==> src/hdl/pst_pkg.sv <==
// ----------------------------------------------------------------------------
// pst_pkg
// shared constants and types for the priority schedule block
// ----------------------------------------------------------------------------
`default_nettype none
package pst_pkg;
  localparam int MAX_JOBS = 64;
  localparam int IDW = 6;
  localparam int CNTW = 7;
  localparam int BW = 16;
  localparam int PW = 8;
  localparam int TW = 22;
  localparam int SW = 36;
  localparam int AW = 30;
  localparam int QD = 4;
  localparam int QAW = 2;

  typedef struct packed {
    logic [IDW-1:0] id;
    logic [PW-1:0]  prio;
    logic [BW-1:0]  burst;
  } job_t;

  typedef struct packed {
    job_t job;
    logic last;
  } qword_t;

  typedef enum logic [2:0] {
    S_LOAD, S_SUM, S_DIV, S_EMIT, S_CLEAR
  } bstate_t;
endpackage
`default_nettype wire

==> src/hdl/pst_front.sv <==
// ----------------------------------------------------------------------------
// pst_front
// numbers arriving jobs, drops jobs beyond capacity except the closing word, and queues the rest
// ----------------------------------------------------------------------------
`default_nettype none
module pst_front (
  input  wire              clk,
  input  wire              rst,
  input  wire              start,
  input  wire [15:0]       burst_time,
  input  wire [7:0]        job_priority,
  input  wire              last,
  input  wire              pop,
  output logic             q_valid,
  output pst_pkg::qword_t  q_word,
  output logic             q_full,
  output logic             ovf
);
  import pst_pkg::*;

  qword_t           mem [QD];
  logic [QAW:0]     fill;
  logic [QAW-1:0]   wp, rp;
  logic [CNTW-1:0]  count;
  logic             push, keep;

  assign q_full  = (fill >= (QAW+1)'(QD - 1)) ? 1'b1 : 1'b0;
  assign q_valid = (fill != '0);
  assign q_word  = mem[rp];
  assign push    = start && !q_full;
  assign keep    = (count < CNTW'(MAX_JOBS));

  always_ff @(posedge clk) begin
    if (push && (keep || last)) begin
      mem[wp] <= '{job: '{id: count[IDW-1:0], prio: job_priority, burst: burst_time},
                   last: last};
    end
  end

  always_ff @(posedge clk) begin
    if (rst) begin
      fill <= '0;
      wp <= '0;
      rp <= '0;
      count <= '0;
      ovf <= 1'b0;
    end else begin
      if (push && (keep || last)) wp <= wp + 1'b1;
      if (pop) rp <= rp + 1'b1;
      fill <= fill + (QAW+1)'(push && (keep || last)) - (QAW+1)'(pop);
      if (push) begin
        if (last) count <= '0;
        else if (keep) count <= count + 1'b1;
      end
      if (push && !keep && !last) ovf <= 1'b1;
      else if (pop && q_word.last) ovf <= 1'b0;
    end
  end
endmodule
`default_nettype wire

==> config.mk <==
export PLATFORM = sky130hd
export DESIGN_NAME = pst_front
export DESIGN_NICKNAME = d
export VERILOG_FILES = /design/src/hdl/pst_pkg.sv /design/src/hdl/pst_front.sv
export SDC_FILE = /design/constraint.sdc
export NUM_CORES = 1
export LEC_CHECK = 0
export ABC_AREA = 1
export ABC_CLOCK_PERIOD_IN_PS = 2870
export BUFFER_PORTS_ARGS = -buffer_cell sky130_fd_sc_hd__buf_2
export CAP_MARGIN = 20
export CORE_ASPECT_RATIO = 1.4
export CORE_MARGIN = 3
export CORE_UTILIZATION = 52
export DETAILED_ROUTE_END_ITERATION = 10
export GPL_TIMING_DRIVEN = 0
export HOLD_SLACK_MARGIN = 0.02
export PLACE_DENSITY = 0.75
export SYNTH_ARGS = -nofsm -noshare
export SYNTH_HDL_FRONTEND = slang
export SYNTH_SLANG_ARGS = --single-unit
==> constraint.sdc <==
create_clock -name clk -period 2.87 [get_ports clk]
set_input_delay 0.574 -clock clk [delete_from_list [all_inputs] [get_ports clk]]
set_output_delay 0.574 -clock clk [all_outputs]
set_load 0.005 [all_outputs]
==> results.py, run 1 <==
metrics = {
    "power": {
        "leakage_uw": 0.00249,
        "power.density_nw_per_um2": 859,
        "p_total_uw": 5800,
        "ir_drop_mv": 0.589,
    },
    "timing": {
        "finalClockSkew_ns": 0.00662,
        "slew_violations": 0,
        "period_share_pct": 90.3,
        "worst_slew_pin_slew_ns": 0.638,
        "setup-violations-final": 0,
        "slew_headroom_pct": 57.4,
        "rsz0062_at_grt": "false",
        "hold_violations": 0,
        "fmax_mhz": 386,
        "final.min_clock_period_ns": 2.59,
    },
    "synth": {
        "syn_area_per_cell_um2": 13.0,
        "synthFlopType": "edfxtp_1",
        "yosysWarningCount": 0,
        "ys_top_cells_by_area": "edfxtp_1, dfxtp_1, nor2_1",
        "yosysTopAreaCell": "edfxtp_1",
        "synthCells": 428,
        "synth_most_common_cell": "edfxtp_1",
        "netlist.area_leader.share_pct": 67.0,
        "synth.yosys.seq_area_share_pct": 73.2,
        "async_flop_share_pct": 0,
        "synth-seq-cells": 141,
        "synth_cell_types": 27,
        "synthesis.area_um2": 5550,
        "ys_top_cells_by_count": "edfxtp_1, nor2_1, o21ai_0",
        "synth_edf_count": 124,
        "syn-num-nets": 466,
    },
    "detailed_routing": {
        "postRouteAntennaNets": 0,
        "first_pass_iters": 6,
        "drc": 0,
        "routed_wl_um": 12000,
        "wire_per_inst_um": 18.1,
        "vias": 3667,
        "via_per_inst": 5.53,
        "drt_iter0_markers": 406,
    },
    "finish": {
        "stdcell_area_um2": 6760,
        "area_growth_pct": 21.7,
        "fillers": 724,
        "antennaDiodeCount": 0,
        "drive_gt1_share_pct": 25.3,
        "final_core_util_pct": 65.0,
        "nNetsFinal": 550,
    },
    "cts": {
        "cts_resized": 0,
        "clk_latency_ns": 0.41,
        "clk_pin_slew_worst_paths_ns": 0.06,
        "clockRootBuffer": "clkbuf_16",
        "postCtsSetupBuffers": 0,
        "cts.sinks": 141,
        "cts_made_buffers": 17,
        "htreeDepth": 4,
        "clk_path_buf_depth": 2,
        "cts-hold-fix-buffers": 0,
        "cts_tree": "built",
    },
    "setup_path": {
        "worstSetupPathType": "reg -> out",
        "r2r_cells": 13,
        "end_kind": "output pin",
        "worstSetupStartpointType": "flip-flop",
        "cp_max_fo": 10,
        "required_ns": 2.30,
        "cp.arrival_ns": 2.02,
    },
    "placed_design": {
        "io_buffers": 61,
        "place_congestion": 0.754,
        "dpl_cell_area_um2": 6160,
        "hpwl_um": 7270,
    },
    "floorplan": {
        "dieArea_um2": 12000,
        "die_w_um": 93.3,
        "initial_core_util_pct": 53.4,
        "die_height_um": 128,
        "fp-row-count": 44,
        "core_area_um2": 10400,
        "pin_count": 63,
    },
    "global_route": {
        "track_usage_pct": 20.8,
        "grt_max_degree": 24,
        "antenna_found_initial": 0,
        "gr-total-overflow": 0,
        "grt_pass1_vias": 3717,
        "grt_pass1_wl_um": 18400,
    },
    "worst_hold_path": {
        "hold_class": "in -> reg",
        "hold_path_depth": 1,
    },
    "run": {
        "cap_viol_max_count": 0,
    },
    "run_status": {
        "status": "complete, no violations",
    },
}
-- cells by family (layout without fill, tap and decap cells) --
kind of cell    count (synthesis)  in the layout  synth area share (%)
buf+inv                        45            142                  3.65
compound gates                101            101                  9.98
simple gates                  130            130                  10.7
flops                         141            141                  73.2
fa+ha+maj                       9              9                  2.16
xor+xnor                        2              2                 0.315
-- per-layer routing --
layer,vias up,wire [um],GRT usage (%)
li1,1702,-,-
met1,1762,4490,23.5
met2,173,6390,36.1
met3,30,760,5.46
met4,0,332,10.2
met5,-,0,0
-- flip-flops by register name, summed over array words and instances, names as in the netlist, named ones only --
register and count:
rp 2, ovf 1, count 7, fill 3
mem 124, wp 2
-- cell usage in the layout (no fill, tap or decap), drive strengths merged, types with 3 or more instances in the layout --
cell,instances
edfxtp,124
nor2,90
buf,77
o21ai,65
o22ai,30
nand2,28
clkbuf,26
inv,24
dfxtp,17
ha,8
clkinv,8
nand3,7
a21oi,6
bufinv,4
nand4,4
clkinvlp,3
-- final cells by class --
type                            count  area (um2)  area share, %
Clock buffer                       17         425           6.29
Clock inverter                     15         178           2.63
Buffer                             21         113           1.67
Sequential cell                   141        4060           60.1
Timing Repair Buffer               65         408           6.03
Inverter                           24        90.1           1.33
Tap cell                          138         173           2.55
Multi-Input combinational cell    242        1310           19.4
-- report_power, final --
part           switching (uW)  internal [uW]  leakage (uW)  total (uW)
registers                95.8           2530       0.00128        2630
logic                     595            366      0.000920         961
clock network             781           1430      0.000288        2210
-- path summary, 6_finish.rpt --
kind | start | end | slack (ns)
worst max register to register | fill[2]$_SDFF_PP0_ | fill[2]$_SDFF_PP0_ | 0.48
worst min register to register | ovf$_SDFFE_PP0P_ | ovf$_SDFFE_PP0P_ | 0.47
worst min-delay path | burst_time[1] | mem[0][2]$_DFFE_PP_ | 0.38
worst max-delay path | flip-flop | q_word[28] | 0.28
-- critical path, stage by stage (launching register included) --
cell      delay [ns]
dfxtp_1         0.35
inv_1           0.13
clkbuf_1        0.41
o21ai_0         0.26
o22ai_1         0.28
buf_2           0.18
-- through the flow --
step                worst slack [ns]  hold slack [ns]  setup TNS, ns  instances
floorplan                     0.0449            0.412              0        428
global placement               -1.02            0.427         -42.67        627
detailed placement             0.447            0.458              0        631
CTS                            0.315            0.363              0        663
global route                   0.197            0.363              0        663
finish                         0.278            0.377              0        663
(Power assumes the default switching activity.)
==> run 2: changes to the inputs <==
- CORE_MARGIN: 3 -> 4
==> results.py, run 2 (synthesized netlist as in run 1, its figures left out) <==
metrics = {
    "worst_hold_path": {
        "hold_start": "job_priority[1]",
        "hold_path_depth": 1,
        "hold_class": "in -> reg",
        "holdPathEnd": "mem[2][18]$_DFFE_PP_",
    },
    "power": {
        "p_total_uw": 6000,
        "power.density_nw_per_um2": 880,
        "clkPwrFrac_pct": 40.6,
        "p_sw_uw": 1490,
        "ir_drop_mv": 0.578,
        "switching_share_pct": 24.8,
        "internal-power_uw": 4510,
        "p_seq_share_pct": 43.8,
        "leakage_uw": 0.00251,
        "pwr-share-comb_pct": 15.7,
    },
    "timing": {
        "fmax_mhz": 412,
        "finalSetupTns_ns": 0,
        "finalClockSkew_ns": 0.00582,
        "period_share_pct": 84.6,
        "worst_slew_pin_slew_ns": 0.509,
        "hold_violations": 0,
        "rsz0062_at_grt": "false",
        "slew_violations": 0,
        "final.min_clock_period_ns": 2.43,
        "setup-violations-final": 0,
        "slew_headroom_pct": 66.0,
        "whs_ns": 0.364,
    },
    "detailed_routing": {
        "drc": 0,
        "drt_iter0_markers": 300,
        "vias": 3625,
        "postRouteAntennaNets": 0,
        "first_pass_iters": 5,
        "via_per_inst": 5.47,
        "routed_wl_um": 11600,
        "wire_per_inst_um": 17.5,
    },
    "cts": {
        "cts_tree": "built",
        "cts-hold-fix-buffers": 0,
        "postCtsSetupBuffers": 0,
        "clk_pin_slew_worst_paths_ns": 0.06,
        "htreeDepth": 4,
        "clk_latency_ns": 0.42,
        "clk_path_buf_depth": 2,
        "cts.sinks": 141,
        "cts_made_buffers": 17,
        "clockRootBuffer": "clkbuf_16",
        "cts_resized": 0,
    },
    "setup_path": {
        "path_cells": "inv_1, clkbuf_1, o21ai_0, o22ai_1, buf_2",
        "critPathSlowestCell": "clkbuf_1",
        "r2r_cells": 13,
        "worstSetupStartpointType": "flip-flop",
        "cpPeakStageDelay_ns": 0.42,
        "end_kind": "output pin",
        "required_ns": 2.30,
        "cp.arrival_ns": 1.85,
        "cp_max_fo": 10,
        "worstSetupPathType": "reg -> out",
        "r2r-end": "fill[2]$_SDFF_PP0_",
        "r2r-start": "fill[2]$_SDFF_PP0_",
        "r2r_slack_ns": 0.50,
    },
    "floorplan": {
        "core_area_um2": 10400,
        "initial_core_util_pct": 53.4,
        "dieArea_um2": 12400,
        "pin_count": 63,
        "fp-row-count": 44,
        "die_w_um": 95.3,
        "die_height_um": 130,
    },
    "placed_design": {
        "hpwl_um": 7150,
        "place_congestion": 0.761,
        "io_buffers": 61,
        "dpl_cell_area_um2": 6150,
    },
    "global_route": {
        "gr-total-overflow": 0,
        "track_usage_pct": 19.7,
        "grt_max_degree": 27,
        "grt_pass1_vias": 3650,
        "antenna_found_initial": 0,
        "grt_pass1_wl_um": 17800,
    },
    "finish": {
        "multi_input_area_um2": 1310,
        "fillers": 736,
        "register_area_um2": 4060,
        "top_register": "mem",
        "area_growth_pct": 22.8,
        "largest_reg_flops": 124,
        "layout_common_cells": "edfxtp_1, nor2_1, buf_2, o21ai_0, o22ai_1",
        "stdcell_area_um2": 6820,
        "nNetsFinal": 550,
        "drive_gt1_share_pct": 25.7,
        "largestRegisters": "mem: 124 flops, count: 7 flops, fill: 3 flops",
        "layout_commonest_cell": "edfxtp_1",
        "antennaDiodeCount": 0,
    },
    "run_status": {
        "status": "complete, no violations",
    },
    "run": {
        "cap_viol_max_count": 0,
    },
}
run 2: cell types whose count changed in the layout (fill, tap and decap cells not counted), sizes merged:
| cell | change |
|---|---|
| clkinv | -2 |
| bufinv | +2 |
run 2: how the worst max path moves through the flow:
| stage | cells past startpoint | slack, ns | end |
|---|---|---|---|
| after floorplan | 8 | 0.04 | mem[3][0]$_DFFE_PP_ |
| final | 5 | 0.44 | q_word[30] |
| after CTS | 5 | 0.44 | q_word[25] |
| after global routing | 5 | 0.27 | q_word[25] |
| after detailed placement | 11 | 0.46 | fill[2]$_SDFF_PP0_ |
| after global placement | 6 | -1.05 | mem[3][16]$_DFFE_PP_ |
run 2: layout make-up:
type / count / share of cell area [%]
well taps: 138 / 2.53
clock buffers: 17 / 6.24
plain buffers: 21 / 1.65
repair buffers: 65 / 5.87
inverters: 24 / 1.32
flip-flops and latches: 141 / 59.6
clock inverters: 15 / 3.60
multi-input cells: 242 / 19.2
run 2: per-layer routing:
metal / GRT usage, % / vias to the layer above / wire, um
li1: - / 1711 / -
met1: 21.1 / 1757 / 4470
met2: 34.8 / 131 / 6210
met3: 5.82 / 26 / 654
met4: 10.0 / 0 / 261
met5: 0 / - / 0
run 2: power groups by stage:
stage	Clock, uW	Sequential [uW]	Combinational [uW]
after detailed placement	0	2670	949
after floorplan	0	2650	557
after global routing	2570	2640	1050
after CTS	2460	2630	956
after global placement	0	2660	842
final	2430	2630	942
run 2: per-stage QoR:
step | util, % | instances | worst slack (ns)
2_1_floorplan | - | 428 | 0.0449
3_3_place_gp | 58.0 | 627 | -1.05
3_5_place_dp | 59.1 | 631 | 0.463
4_1_cts | 65.5 | 663 | 0.444
5_1_grt | 65.5 | 663 | 0.272
6_report | 65.5 | 663 | 0.441
run 2: critical path: cells and delay by family (launching register included):
family          cells  cell delay (ns)
compound gates      2             0.38
buf+inv             3             0.71
flops               1             0.35
==> run 3: changes to the inputs <==
- ABC_AREA: 1 -> 0
- ABC_CLOCK_PERIOD_IN_PS: 2870 -> 2009
- clock period: 2.87 -> 2.01 ns (I/O delays scaled with it)
==> results.py, run 3 <==
metrics = {
    "run_status": {
        "status": "complete, but fails checks",
        "violations": "setup timing",
    },
    "placed_design": {
        "place_congestion": 0.692,
        "place_ws_ns": -0.314,
        "dpl_cell_area_um2": 5820,
        "hpwl_um": 5420,
        "io_buffers": 62,
    },
    "finish": {
        "final_core_util_pct": 64.6,
        "nNetsFinal": 375,
        "largest_reg_flops": 124,
        "multi_input_area_um2": 1200,
        "area_growth_pct": 21.0,
        "antennaDiodeCount": 0,
        "layout_common_cells": "edfxtp_1, buf_2, mux4_2, clkbuf_16, dfxtp_1",
        "register_area_um2": 4070,
        "drive_gt1_share_pct": 41.6,
        "top_register": "mem",
        "fillers": 701,
        "stdcell_area_um2": 6400,
        "layout_commonest_cell": "edfxtp_1",
        "largestRegisters": "mem: 124 flops, count: 7 flops, fill: 3 flops",
    },
    "floorplan": {
        "initial_core_util_pct": 53.4,
        "dieArea_um2": 11900,
        "pin_count": 63,
        "core_area_um2": 9900,
        "fp-row-count": 43,
        "die_height_um": 127,
        "die_w_um": 93.2,
    },
    "synth": {
        "synth_most_common_cell": "edfxtp_1",
        "yosysTopAreaCell": "edfxtp_1",
        "netlist.area_leader.share_pct": 70.4,
        "synthFlopType": "edfxtp_1",
        "synth_cell_types": 30,
        "synth-seq-cells": 141,
        "synth_edf_count": 124,
        "synthCells": 251,
        "yosysWarningCount": 0,
        "synthesis.area_um2": 5290,
        "synth.yosys.seq_area_share_pct": 76.8,
        "syn-num-nets": 289,
        "ys_top_cells_by_count": "edfxtp_1, mux4_2, dfxtp_1",
        "ys_top_cells_by_area": "edfxtp_1, mux4_2, dfxtp_1",
        "async_flop_share_pct": 0,
        "syn_area_per_cell_um2": 21.1,
    },
    "power": {
        "p_total_uw": 7540,
        "clkPwrFrac_pct": 33.3,
        "leakage_uw": 0.00222,
        "p_seq_share_pct": 49.6,
        "power.density_nw_per_um2": 1180,
        "ir_drop_mv": 0.698,
        "p_sw_uw": 1760,
        "internal-power_uw": 5780,
        "switching_share_pct": 23.3,
        "pwr-share-comb_pct": 17.1,
    },
    "setup_path": {
        "required_ns": 1.61,
        "cp_max_fo": 10,
        "worstSetupPathType": "reg -> out",
        "worstSetupStartpointType": "flip-flop",
        "end_kind": "output pin",
        "cp.arrival_ns": 1.65,
        "r2r-start": "fill[2]$_SDFF_PP0_",
    },
    "detailed_routing": {
        "drt_iter0_markers": 195,
        "vias": 2523,
        "postRouteAntennaNets": 0,
        "wire_per_inst_um": 18.2,
        "via_per_inst": 5.25,
        "routed_wl_um": 8760,
        "first_pass_iters": 4,
        "drc": 0,
    },
    "cts": {
        "clk_pin_slew_worst_paths_ns": 0.05,
        "cts.sinks": 141,
        "cts_made_buffers": 17,
        "clk_path_buf_depth": 2,
        "cts_tree": "built",
        "clk_latency_ns": 0.40,
        "htreeDepth": 4,
        "clockRootBuffer": "clkbuf_16",
    },
    "global_route": {
        "grt_pass1_vias": 2647,
        "antenna_found_initial": 0,
        "grt_pass1_wl_um": 14200,
        "grt_max_degree": 32,
        "gr-total-overflow": 0,
        "track_usage_pct": 16.6,
    },
    "timing": {
        "slew_violations": 0,
        "setup-violations-final": 26,
        "slew_headroom_pct": 67.8,
        "final.min_clock_period_ns": 2.05,
        "fmax_mhz": 487,
        "rsz0062_at_grt": "true",
        "whs_ns": 0.196,
        "hold_violations": 0,
        "finalClockSkew_ns": 0.00483,
        "period_share_pct": 102,
        "setup_slack_ns": -0.0447,
        "worst_slew_pin_slew_ns": 0.483,
    },
    "worst_hold_path": {
        "hold_class": "in -> reg",
        "hold_start": "rst",
    },
    "run": {
        "cap_viol_max_count": 0,
    },
}
[run 3: cell families after synthesis]
group,after synthesis,synth area share [%]
flip-flops,141,76.8
AND/OR/NAND/NOR,39,3.93
multiplexers,31,13.2
buffers and inverters,15,1.32
AO/OA/AOI/OAI,9,1.28
adder cells (fa/ha/maj),9,2.27
XOR/XNOR,7,1.16
[run 3: area by class of cell]
cell class | count | area share (%)
Buffer | 7 | 1.23
Clock buffer | 22 | 6.94
Clock inverter | 6 | 0.391
Inverter | 7 | 0.489
Multi-Input combinational cell | 95 | 18.8
Sequential cell | 141 | 63.6
Tap cell | 135 | 2.64
Timing Repair Buffer | 68 | 5.85
[run 3: worst max-delay path, stage by stage (launching register included)]
cell and delay, ns:
dfxtp_4 0.41, buf_12 0.16, mux4_2 0.53, buf_2 0.15
[run 3: worst paths after layout]
| check | endpoint | slack [ns] | depth (start not counted) |
|---|---|---|---|
| setup / recovery | q_word[26] | -0.04 | 3 |
| hold / removal | fill[0]$_SDFF_PP0_ | 0.20 | 2 |
| setup reg to reg | fill[1]$_SDFF_PP0_ | -0.04 | 10 |
| hold reg to reg | count[6]$_SDFFE_PP0P_ | 0.49 | 2 |
[run 3: power by group through the flow]
stage                     combinational, uW  sequential [uW]  clock [uW]
after floorplan                         793             3750           0
after global placement                 1200             3770           0
after detailed placement               1230             3800           0
after CTS                              1300             3750        2560
after global routing                   1440             3770        2710
final                                  1290             3740        2510
[run 3: what timing repair did]
action                                  4_1_cts  5_1_grt
pin swaps                                     4        0
hold buffers                                  0        0
buffers inserted                              5        1
endpoints found under the setup margin      156       64
gates resized for setup                      21        6
[run 3: per-stage QoR]
| step | TNS (ns) | instances |
|---|---|---|
| finish | -0.526 | 481 |
| global route | -2.80 | 481 |
| detailed placement | -33.48 | 448 |
| global placement | -31.52 | 448 |
| CTS | -2.05 | 480 |
| floorplan | -0.297 | 251 |
[run 3: routing by layer]
metal / routed length, um / GRT usage (%)
met1: 3460 / 19.1
met3: 324 / 5.30
met4: 104 / 6.73
met5: 0 / 0
met2: 4870 / 28.5
